$ cat src/hdl/adpt_pkg.sv
`timescale 1ns / 1ps
`default_nettype none
// ---------------------------------------------------------------------------
// Presence table package
// Item types, table entry layout and shared constants of the presence table.
// ---------------------------------------------------------------------------
package adpt_pkg;

  localparam int KEY_W       = 29;
  localparam int TIME_W      = 32;
  localparam int LINK_W      = 25;
  localparam int TIMEOUT_W   = 16;
  localparam int IDX_OUT_W   = 5;
  localparam int COUNT_OUT_W = 6;

  localparam int DEFAULT_TABLE_DEPTH = 32;
  localparam logic [TIMEOUT_W-1:0] DEFAULT_TIMEOUT_MS = 16'd5000;

  localparam logic OP_MESSAGE = 1'b0;
  localparam logic OP_TICK    = 1'b1;

  localparam logic [7:0] CMD_STATUS_REPORT = 8'd0;

  typedef struct packed {
    logic        operation;
    logic [6:0]  zone;
    logic [7:0]  high_address;
    logic [5:0]  low_address;
    logic [7:0]  device_type;
    logic        from_device;
    logic        is_controller_type;
    logic [7:0]  command_byte;
    logic [7:0]  link_mask_byte;
    logic [7:0]  link_state_byte;
    logic [7:0]  supply_volts_byte;
    logic [31:0] now_ms;
  } in_item_t;

  typedef struct packed {
    logic                   hit;
    logic                   inserted;
    logic                   dropped_full;
    logic [IDX_OUT_W-1:0]   entry_index;
    logic [COUNT_OUT_W-1:0] entry_count;
    logic [COUNT_OUT_W-1:0] expired_count;
  } out_item_t;

  // Link status: valid flag, supply byte, link state byte, link mask byte.
  typedef struct packed {
    logic [KEY_W-1:0]  key;
    logic [TIME_W-1:0] last_seen;
    logic [LINK_W-1:0] link;
  } entry_t;

endpackage

`default_nettype wire

$ cat src/hdl/active_device_presence_table.sv
`timescale 1ns / 1ps
`default_nettype none
// ---------------------------------------------------------------------------
// Active device presence table
// Table of controller devices seen on the bus, with refresh and ageing.
// ---------------------------------------------------------------------------
// Usage:
//   An input transfer on in_valid/in_stall carries either a received message
//   or an ageing tick; every input transfer yields exactly one result transfer
//   on out_valid/out_stall. cfg_wr_en writes the offline timeout in ms; it
//   must be written only while no item is in flight; the user is bound by
//   this, as the block itself does not enforce it. An item that touches the
//   table walks the used entries through the single read port of the entry
//   memory, one entry per cycle, and a message stops at its key; the result
//   then passes through the done state into the output register. A message
//   that is not tracked goes straight from idle to the done state.
//   One item is processed at a time; in_stall is high while it is in work.
//   The next item can be taken once its result is in the output register.
//   A finished result waits in the output register, so the next item can be
//   taken while the receiver stalls; a further result then waits in the
//   engine until the output register drains.
//   Reset empties the table and restores the timeout to 5000 ms; no clearing
//   pass is needed because only entries below the fill count are ever read.
// ---------------------------------------------------------------------------
module active_device_presence_table
  import adpt_pkg::*;
#(
  parameter int TABLE_DEPTH = DEFAULT_TABLE_DEPTH
) (
  input  wire logic                 clk,
  input  wire logic                 rst_n,
  input  wire logic                 in_valid,
  output logic                      in_stall,
  input  wire in_item_t             in_data,
  output logic                      out_valid,
  input  wire logic                 out_stall,
  output out_item_t                 out_data,
  input  wire logic                 cfg_wr_en,
  input  wire logic [TIMEOUT_W-1:0] cfg_wr_data
);

  logic [TIMEOUT_W-1:0] timeout_r;
  logic                 out_valid_r, out_valid_nxt;
  out_item_t            out_data_r;
  logic                 busy;
  logic                 res_valid;
  out_item_t            res;
  logic                 res_free;
  logic                 start;

  assign in_stall = busy;
  assign start    = in_valid & ~busy;
  assign res_free = ~out_valid_r | ~out_stall;

  adpt_engine #(
    .TABLE_DEPTH(TABLE_DEPTH)
  ) u_engine (
    .clk      (clk),
    .rst_n    (rst_n),
    .start    (start),
    .item     (in_data),
    .timeout  (timeout_r),
    .res_free (res_free),
    .busy     (busy),
    .res_valid(res_valid),
    .res      (res)
  );

  always_ff @(posedge clk) begin
    if (!rst_n) begin
      timeout_r <= DEFAULT_TIMEOUT_MS;
    end else if (cfg_wr_en) begin
      timeout_r <= cfg_wr_data;
    end
  end

  always_comb begin
    out_valid_nxt = out_valid_r;
    if (res_valid) begin
      out_valid_nxt = 1'b1;
    end else if (!out_stall) begin
      out_valid_nxt = 1'b0;
    end
  end

  always_ff @(posedge clk) begin
    if (!rst_n) begin
      out_valid_r <= 1'b0;
    end else begin
      out_valid_r <= out_valid_nxt;
    end
  end

  always_ff @(posedge clk) begin
    if (res_valid) begin
      out_data_r <= res;
    end
  end

  assign out_valid = out_valid_r;
  assign out_data  = out_data_r;

  // An accepted item keeps the input side stalled while it is being worked on.
  assert property (@(posedge clk) disable iff (!rst_n)
    (in_valid && !in_stall) |=> in_stall)
    else $error("input taken while an item was still in work");

  // A result never reports more than one outcome of a message.
  assert property (@(posedge clk) disable iff (!rst_n)
    out_valid |-> ($countones({out_data.hit, out_data.inserted,
                               out_data.dropped_full}) <= 1))
    else $error("result reports conflicting outcomes");

  // A device is only dropped when every entry is in use.
  assert property (@(posedge clk) disable iff (!rst_n)
    (out_valid && out_data.dropped_full) |->
      (out_data.entry_count == COUNT_OUT_W'(TABLE_DEPTH)))
    else $error("device dropped while the table had room");

endmodule

`default_nettype wire

$ cat src/hdl/adpt_entry_mem.sv
`timescale 1ns / 1ps
`default_nettype none
// ---------------------------------------------------------------------------
// Presence table entry memory
// One write port and one read port, read data registered.
// ---------------------------------------------------------------------------
module adpt_entry_mem
  import adpt_pkg::*;
#(
  parameter int TABLE_DEPTH = DEFAULT_TABLE_DEPTH,
  localparam int IDX_W = $clog2(TABLE_DEPTH)
) (
  input  wire logic             clk,
  input  wire logic             wr_en,
  input  wire logic [IDX_W-1:0] wr_addr,
  input  wire entry_t           wr_data,
  input  wire logic             rd_en,
  input  wire logic [IDX_W-1:0] rd_addr,
  output entry_t                rd_q
);

  entry_t entry_mem [TABLE_DEPTH];
  entry_t rd_q_r;

  always_ff @(posedge clk) begin
    if (wr_en) begin
      entry_mem[wr_addr] <= wr_data;
    end
  end

  always_ff @(posedge clk) begin
    if (rd_en) begin
      rd_q_r <= entry_mem[rd_addr];
    end
  end

  assign rd_q = rd_q_r;

endmodule

`default_nettype wire

$ cat src/hdl/adpt_engine.sv
`timescale 1ns / 1ps
`default_nettype none
// ---------------------------------------------------------------------------
// Presence table scan engine
// Walks the used entries one per cycle, refreshing, inserting or ageing them.
// ---------------------------------------------------------------------------
module adpt_engine
  import adpt_pkg::*;
#(
  parameter int TABLE_DEPTH = DEFAULT_TABLE_DEPTH,
  localparam int IDX_W = $clog2(TABLE_DEPTH),
  localparam int CNT_W = $clog2(TABLE_DEPTH + 1)
) (
  input  wire logic                 clk,
  input  wire logic                 rst_n,
  input  wire logic                 start,
  input  wire in_item_t             item,
  input  wire logic [TIMEOUT_W-1:0] timeout,
  input  wire logic                 res_free,
  output logic                      busy,
  output logic                      res_valid,
  output out_item_t                 res
);

  localparam logic [1:0] ST_IDLE = 2'd0;
  localparam logic [1:0] ST_SCAN = 2'd1;
  localparam logic [1:0] ST_DONE = 2'd2;

  localparam logic [CNT_W-1:0] FULL_COUNT = CNT_W'(TABLE_DEPTH);

  logic [1:0]             state_r, state_nxt;
  in_item_t               item_r, item_nxt;
  logic [CNT_W-1:0]       rd_cnt_r, rd_cnt_nxt;
  logic                   rd_v_r, rd_v_nxt;
  logic [IDX_W-1:0]       rd_idx_r, rd_idx_nxt;
  logic [CNT_W-1:0]       used_r, used_nxt;
  logic [TABLE_DEPTH-1:0] online_r, online_nxt;
  logic                   hit_r, hit_nxt;
  logic                   ins_r, ins_nxt;
  logic                   drop_r, drop_nxt;
  logic [IDX_W-1:0]       idx_r, idx_nxt;
  logic [CNT_W-1:0]       exp_r, exp_nxt;

  logic             mem_wr_en;
  logic [IDX_W-1:0] mem_wr_addr;
  entry_t           mem_wr_data;
  logic             mem_rd_en;
  logic [IDX_W-1:0] mem_rd_addr;
  entry_t           mem_q;

  logic [KEY_W-1:0]  key;
  logic              is_tick;
  logic              do_refresh;
  logic              do_report;
  logic [LINK_W-1:0] report;
  logic [TIME_W-1:0] elapsed;
  logic              expire;
  logic              match;
  logic              start_scan;

  adpt_entry_mem #(
    .TABLE_DEPTH(TABLE_DEPTH)
  ) u_entry_mem (
    .clk    (clk),
    .wr_en  (mem_wr_en),
    .wr_addr(mem_wr_addr),
    .wr_data(mem_wr_data),
    .rd_en  (mem_rd_en),
    .rd_addr(mem_rd_addr),
    .rd_q   (mem_q)
  );

  assign key        = {item_r.zone, item_r.high_address, item_r.low_address,
                       item_r.device_type};
  assign is_tick    = (item_r.operation == OP_TICK);
  assign do_refresh = item_r.from_device & item_r.is_controller_type;
  assign do_report  = item_r.is_controller_type &
                      (item_r.command_byte == CMD_STATUS_REPORT);
  assign report     = {1'b1, item_r.supply_volts_byte, item_r.link_state_byte,
                       item_r.link_mask_byte};
  assign elapsed    = item_r.now_ms - mem_q.last_seen;
  assign expire     = rd_v_r & is_tick & online_r[rd_idx_r] &
                      (elapsed > {{(TIME_W - TIMEOUT_W){1'b0}}, timeout});
  assign match      = rd_v_r & ~is_tick & (mem_q.key == key);
  assign start_scan = (item.operation == OP_TICK) |
                      (item.is_controller_type &
                       (item.from_device | (item.command_byte == CMD_STATUS_REPORT)));

  // The compare stage always works on the entry read in the previous cycle, so
  // a write-back never targets the entry being read in the same cycle.
  assign mem_rd_en   = (state_r == ST_SCAN) && (rd_cnt_r != used_r);
  assign mem_rd_addr = rd_cnt_r[IDX_W-1:0];

  always_comb begin
    state_nxt   = state_r;
    item_nxt    = item_r;
    rd_cnt_nxt  = rd_cnt_r;
    rd_v_nxt    = 1'b0;
    rd_idx_nxt  = rd_idx_r;
    used_nxt    = used_r;
    online_nxt  = online_r;
    hit_nxt     = hit_r;
    ins_nxt     = ins_r;
    drop_nxt    = drop_r;
    idx_nxt     = idx_r;
    exp_nxt     = exp_r;
    mem_wr_en   = 1'b0;
    mem_wr_addr = rd_idx_r;
    mem_wr_data = mem_q;
    res_valid   = 1'b0;

    case (state_r)
      ST_IDLE: begin
        if (start) begin
          item_nxt   = item;
          rd_cnt_nxt = '0;
          hit_nxt    = 1'b0;
          ins_nxt    = 1'b0;
          drop_nxt   = 1'b0;
          idx_nxt    = '0;
          exp_nxt    = '0;
          state_nxt  = start_scan ? ST_SCAN : ST_DONE;
        end
      end

      ST_SCAN: begin
        if (mem_rd_en) begin
          rd_cnt_nxt = rd_cnt_r + 1'b1;
          rd_v_nxt   = 1'b1;
          rd_idx_nxt = mem_rd_addr;
        end

        if (expire) begin
          mem_wr_en              = 1'b1;
          mem_wr_data.link       = '0;
          online_nxt[rd_idx_r]   = 1'b0;
          exp_nxt                = exp_r + 1'b1;
        end

        if (match) begin
          state_nxt = ST_DONE;
          if (do_refresh) begin
            hit_nxt                = 1'b1;
            idx_nxt                = rd_idx_r;
            mem_wr_en              = 1'b1;
            mem_wr_data.last_seen  = item_r.now_ms;
            online_nxt[rd_idx_r]   = 1'b1;
            if (do_report) begin
              mem_wr_data.link = report;
            end
          end else if (online_r[rd_idx_r]) begin
            mem_wr_en        = 1'b1;
            mem_wr_data.link = report;
          end
        end else if (!rd_v_r && (rd_cnt_r == used_r)) begin
          // Walk finished without a key match.
          state_nxt = ST_DONE;
          if (!is_tick && do_refresh) begin
            if (used_r != FULL_COUNT) begin
              mem_wr_en                    = 1'b1;
              mem_wr_addr                  = used_r[IDX_W-1:0];
              mem_wr_data.key              = key;
              mem_wr_data.last_seen        = item_r.now_ms;
              mem_wr_data.link             = do_report ? report : '0;
              online_nxt[used_r[IDX_W-1:0]] = 1'b1;
              used_nxt                     = used_r + 1'b1;
              ins_nxt                      = 1'b1;
              idx_nxt                      = used_r[IDX_W-1:0];
            end else begin
              drop_nxt = 1'b1;
            end
          end
        end
      end

      ST_DONE: begin
        if (res_free) begin
          res_valid = 1'b1;
          state_nxt = ST_IDLE;
        end
      end

      default: begin
        state_nxt = ST_IDLE;
      end
    endcase
  end

  always_ff @(posedge clk) begin
    if (!rst_n) begin
      state_r  <= ST_IDLE;
      rd_v_r   <= 1'b0;
      used_r   <= '0;
      online_r <= '0;
    end else begin
      state_r  <= state_nxt;
      rd_v_r   <= rd_v_nxt;
      used_r   <= used_nxt;
      online_r <= online_nxt;
    end
  end

  always_ff @(posedge clk) begin
    item_r   <= item_nxt;
    rd_cnt_r <= rd_cnt_nxt;
    rd_idx_r <= rd_idx_nxt;
    hit_r    <= hit_nxt;
    ins_r    <= ins_nxt;
    drop_r   <= drop_nxt;
    idx_r    <= idx_nxt;
    exp_r    <= exp_nxt;
  end

  assign busy              = (state_r != ST_IDLE);
  assign res.hit           = hit_r;
  assign res.inserted      = ins_r;
  assign res.dropped_full  = drop_r;
  assign res.entry_index   = IDX_OUT_W'(idx_r);
  assign res.entry_count   = COUNT_OUT_W'(used_r);
  assign res.expired_count = COUNT_OUT_W'(exp_r);

endmodule

`default_nettype wire
$ cat config.mk
export PLATFORM = sky130hd
export DESIGN_NAME = active_device_presence_table
export DESIGN_NICKNAME = d
export VERILOG_FILES = /design/src/hdl/adpt_pkg.sv /design/src/hdl/active_device_presence_table.sv /design/src/hdl/adpt_entry_mem.sv /design/src/hdl/adpt_engine.sv
export SDC_FILE = /design/constraint.sdc
export NUM_CORES = 2
export LEC_CHECK = 0
export BUFFER_PORTS_ARGS = -buffer_cell sky130_fd_sc_hd__buf_2
export CORE_ASPECT_RATIO = 0.8
export CORE_MARGIN = 4
export CORE_UTILIZATION = 52
export DETAILED_ROUTE_END_ITERATION = 8
export GPL_ROUTABILITY_DRIVEN = 1
export PLACE_DENSITY = 0.81
export SETUP_SLACK_MARGIN = 0.2
export SLEW_MARGIN = 30
export SYNTH_ARGS = -nofsm -noshare
export SYNTH_HDL_FRONTEND = slang
export SYNTH_SLANG_ARGS = --single-unit
$ cat constraint.sdc
create_clock -name clk -period 7.4 [get_ports clk]
set_input_delay 0.37 -clock clk [delete_from_list [all_inputs] [get_ports clk]]
set_output_delay 0.37 -clock clk [all_outputs]
set_load 0.05 [all_outputs]
==> metrics.md <==
| Metric | Value |
|---|---|
| XOR/XNOR share of the synthesized area | `0.680%` |
| Global-route wire length before repair | `334000 um` |
| Area grow syn2layout | `12.8%` |
| Core area | `165000 sq um` |
| GPL Wtd Cong | `0.861` |
| Register-to-register path setup slack | `1.01 ns` |
| WL/cell | `35.1 um` |
| Longest Clk Path Bufs | `3` |
| Data required, critical path | `7.93 ns` |
| Total CTS buffers | `187` |
| Final HPWL DP | `115000 um` |
| Setup TNS | `0 ns` |
| Router iterations before antenna repair | `6` |
| Asr flop ratio synth | `0%` |
| EDFF count, synth | `2122` |
| Synth Area in Compound Gates | `2.24%` |
| # port buffers | `114` |
| Peak VDD IR | `271 uV` |
| Worst Tran Pin Value | `1.02 ns` |
| Final-stage net count | `4485` |
| Fraction of layout cells with a size suffix above 1 | `28.6%` |
| Seq pwr share | `49.7%` |
| Initial DRC count | `8035` |
| Mapped Area | `86300 sq um` |
| Tmin final | `6.39 ns` |
| Largest net degree at the start of global routing | `154` |
| Total number of vias | `45100` |
| Final setup fails | `0` |
| Pwr dens | `293 nW/um^2` |
| Most frequent cells in the layout | `edfxtp_1 (2122), mux4_2 (618), clkbuf_16 (190)` |
| RR Endpoint | `u_engine.u_entry_mem.entry_mem[28][67]$_DFFE_PP_` |
| CTS tree | `done` |
| Yosys top cell by area | `edfxtp_1` |
| Sequential fraction of the synthesis area | `75.2%` |
| Switch Pwr | `0.00715 W` |
| Worst hold slack | `0.0482 ns` |
| Largest family of logic cells by synthesized area | `multiplexers` |
| Initial Util | `52.4%` |
| Post-synthesis cell type count | `71` |
| Setup Buffers After CTS | `0` |
| Adder-Cell Fraction of Synth Area | `0.792%` |
| Final core occ | `59.2%` |
| Root buffer cell | `clkbuf_16` |
| CP startpoint | `u_engine.u_entry_mem.rd_q[25]$_DFFE_PP_` |
| DR DRC count | `0` |
| Max cap viols | `0` |
| Vias in the first global route | `45500` |
| Comb pwr share | `14.8%` |
| Pleak | `30.5 nW` |
| Crit path kind | `register to register` |
| Syn_nets | `4202` |
| Overall routing resource usage | `27.0%` |
| FF-to-FF path depth | `23` |
| Unrepaired setup endpoints after global routing | `no` |
| Post-synthesis register bit count | `2180` |
| Final Slew Violations | `0` |
| Commonest non-fill, non-tap cell in the layout | `edfxtp_1` |
| Crit-path max FO | `27` |
| RR Startpoint | `u_engine.u_entry_mem.rd_q[25]$_DFFE_PP_` |
| Vias per inst | `6.80` |
| Post-synthesis mux area share | `17.5%` |
| Average size of a mapped cell | `21.4 sq um` |
| Synth Instances | `4031` |
| # H-tree levels | `4` |
| Boundary pin count | `139` |
| Total grt overflow | `0` |
| Hold WC Path Type | `input pin to register` |
| Worst Skew | `0.0824 ns` |
| Switch share | `25.1%` |
| Die W | `463 um` |
| Startpoint types | `register` |
| Yosys top cell area share | `73.8%` |
| Final hold vios | `0` |
| Int Power | `0.0213 W` |
| Critical Path Sink | `u_engine.u_entry_mem.entry_mem[28][67]$_DFFE_PP_` |
| CTS sink count | `2180` |
| Slew headroom | `31.7%` |
| Simple-gate share of the synthesized area | `2.44%` |
| Synth Warn # | `0` |
| Initial antenna violation count | `5` |
| Fmax | `0.156 GHz` |
| Clk_lat worst skew | `0.87 ns` |
| Antenna-violating nets left | `0` |
| Critical Path Sink Type | `register` |
| Num rows | `133` |
| Routed WL | `232000 um` |
| Die height | `372 um` |
| Worst path arrival time | `6.92 ns` |
| Final Total Pwr | `0.0285 W` |
| Fin crit share | `86.4%` |
| Clock power share | `35.5%` |
| Clock Pin Slew Worst Setup and Hold Paths | `0.06 ns` |
| Die footprint | `173000 sq um` |
| Synth top area cells | `edfxtp_1 (74%), mux4_2 (16%), dfxtp_1 (1.3%)` |
| Status | `finished clean` |
| Commonest register cell after synthesis | `edfxtp_1` |
final cells by class:
cell class,count,area [sq um]
antenna,1,2.50
fill,10900,67200
sequential,2180,64900
tap,2160,2700
inverter,64,243
clock buffer,223,4900
clock inverter,122,1310
timing repair buffer,290,2420
multi-input combinational,1591,20900
kinds of logic after synthesis:
group / Yosys count
muxes: 727
and+or+nand+nor: 437
xor gates and xnor gates: 67
buffers and inverters: 260
adders and majority gates: 54
DFF: 2180
AOI/OAI and AO/OA: 306
synth_stat cells (all sizes together) (16+ instances only):
library cell / count
a21o: 19
a21oi: 108
buf: 49
clkbuf: 147
dfxtp: 58
edfxtp: 2122
ha: 53
inv: 64
mux2: 91
mux2i: 18
mux4: 618
nand2: 176
nand3: 26
nand4: 21
nor2: 86
nor2b: 20
nor3: 16
o21ai: 65
o22ai: 31
xnor2: 28
xor2: 39
critical path: stages (launching register included):
cell	delay, ns
edfxtp_1	0.40
ha_1	0.25
fa_1	0.42
nor2b_1	0.23
o2111ai_2	0.20
nand2_1	0.18
a21o_1	0.13
a21oi_1	0.08
o21bai_1	0.14
a21oi_1	0.09
xnor2_1	0.15
ha_1	0.32
and3_1	0.19
nand4_1	0.13
inv_1	0.07
a221o_1	0.21
or3b_1	0.35
a2111oi_0	0.69
nand4b_1	0.18
buf_4	0.23
o21ai_2	0.58
buf_4	0.29
a21oi_4	0.17
buf_4	0.39
how the worst min path moves through the flow:
stage	start	end	slack (ns)	cells past startpoint
after floorplan	u_engine.idx_r[0]$_SDFFCE_PN0P_	out_data[12]$_DFFE_PP_	0.40	0
after global placement	u_engine.idx_r[2]$_SDFFCE_PN0P_	out_data[14]$_DFFE_PP_	0.41	0
after detailed placement	u_engine.idx_r[0]$_SDFFCE_PN0P_	out_data[12]$_DFFE_PP_	0.41	0
after CTS	cfg_wr_en	timeout_r[12]$_SDFFE_PN1P_	0.005	3
after global routing	cfg_wr_en	timeout_r[8]$_SDFFE_PN1P_	0.05	3
final	cfg_wr_en	timeout_r[12]$_SDFFE_PN1P_	0.05	3
layer usage:
| metal | track usage, % | vias up | routed length [um] |
|---|---|---|---|
| li1 | - | 17400 | - |
| met1 | 36.1 | 23500 | 81100 |
| met2 | 44.0 | 3703 | 114000 |
| met3 | 6.50 | 519 | 28300 |
| met4 | 9.64 | 2 | 8620 |
| met5 | 0 | - | 9 |
power groups by stage:
stage | clock [W] | combinational (W) | sequential, W
floorplan | 0 | 0.00284 | 0.0144
global placement | 0 | 0.00389 | 0.0144
detailed placement | 0 | 0.00400 | 0.0144
finish | 0.0101 | 0.00421 | 0.0142
global route | 0.0108 | 0.00447 | 0.0142
CTS | 0.0102 | 0.00416 | 0.0142
per-stage QoR:
| step | worst slack (ns) | cell area [sq um] | std cells |
|---|---|---|---|
| detailed placement | 1.19 | 90100 | 6199 |
| global placement | 1.27 | 90000 | 6195 |
| global route | 0.680 | 97400 | 6630 |
| CTS | 1.09 | 97200 | 6626 |
| finish | 1.01 | 97400 | 6631 |
| floorplan | 0.410 | 86300 | 4031 |
sequential cells by signal (all words and copies together) (netlist names):
name / flops
u_engine.u_entry_mem.entry_mem: 1952
u_engine.item_r: 63
u_engine.u_entry_mem.rd_q: 61
u_engine.online_r: 32
out_data: 20
timeout_r: 16
u_engine.exp_r: 6
u_engine.rd_cnt_r: 6
u_engine.used_r: 6
u_engine.idx_r: 5
u_engine.rd_idx_r: 5
u_engine.state_r: 2
out_valid: 1
u_engine.drop_r: 1
u_engine.hit_r: 1
u_engine.ins_r: 1
u_engine.is_tick: 1
u_engine.rd_v_r: 1
what timing repair did:
| item | in CTS | in global routing |
|---|---|---|
| endpoints found under the hold margin | 81 | 0 |
| hold buffers | 82 | 0 |
| resized for setup | 0 | 0 |
Note: power is estimated with default switching activity, not from simulation.
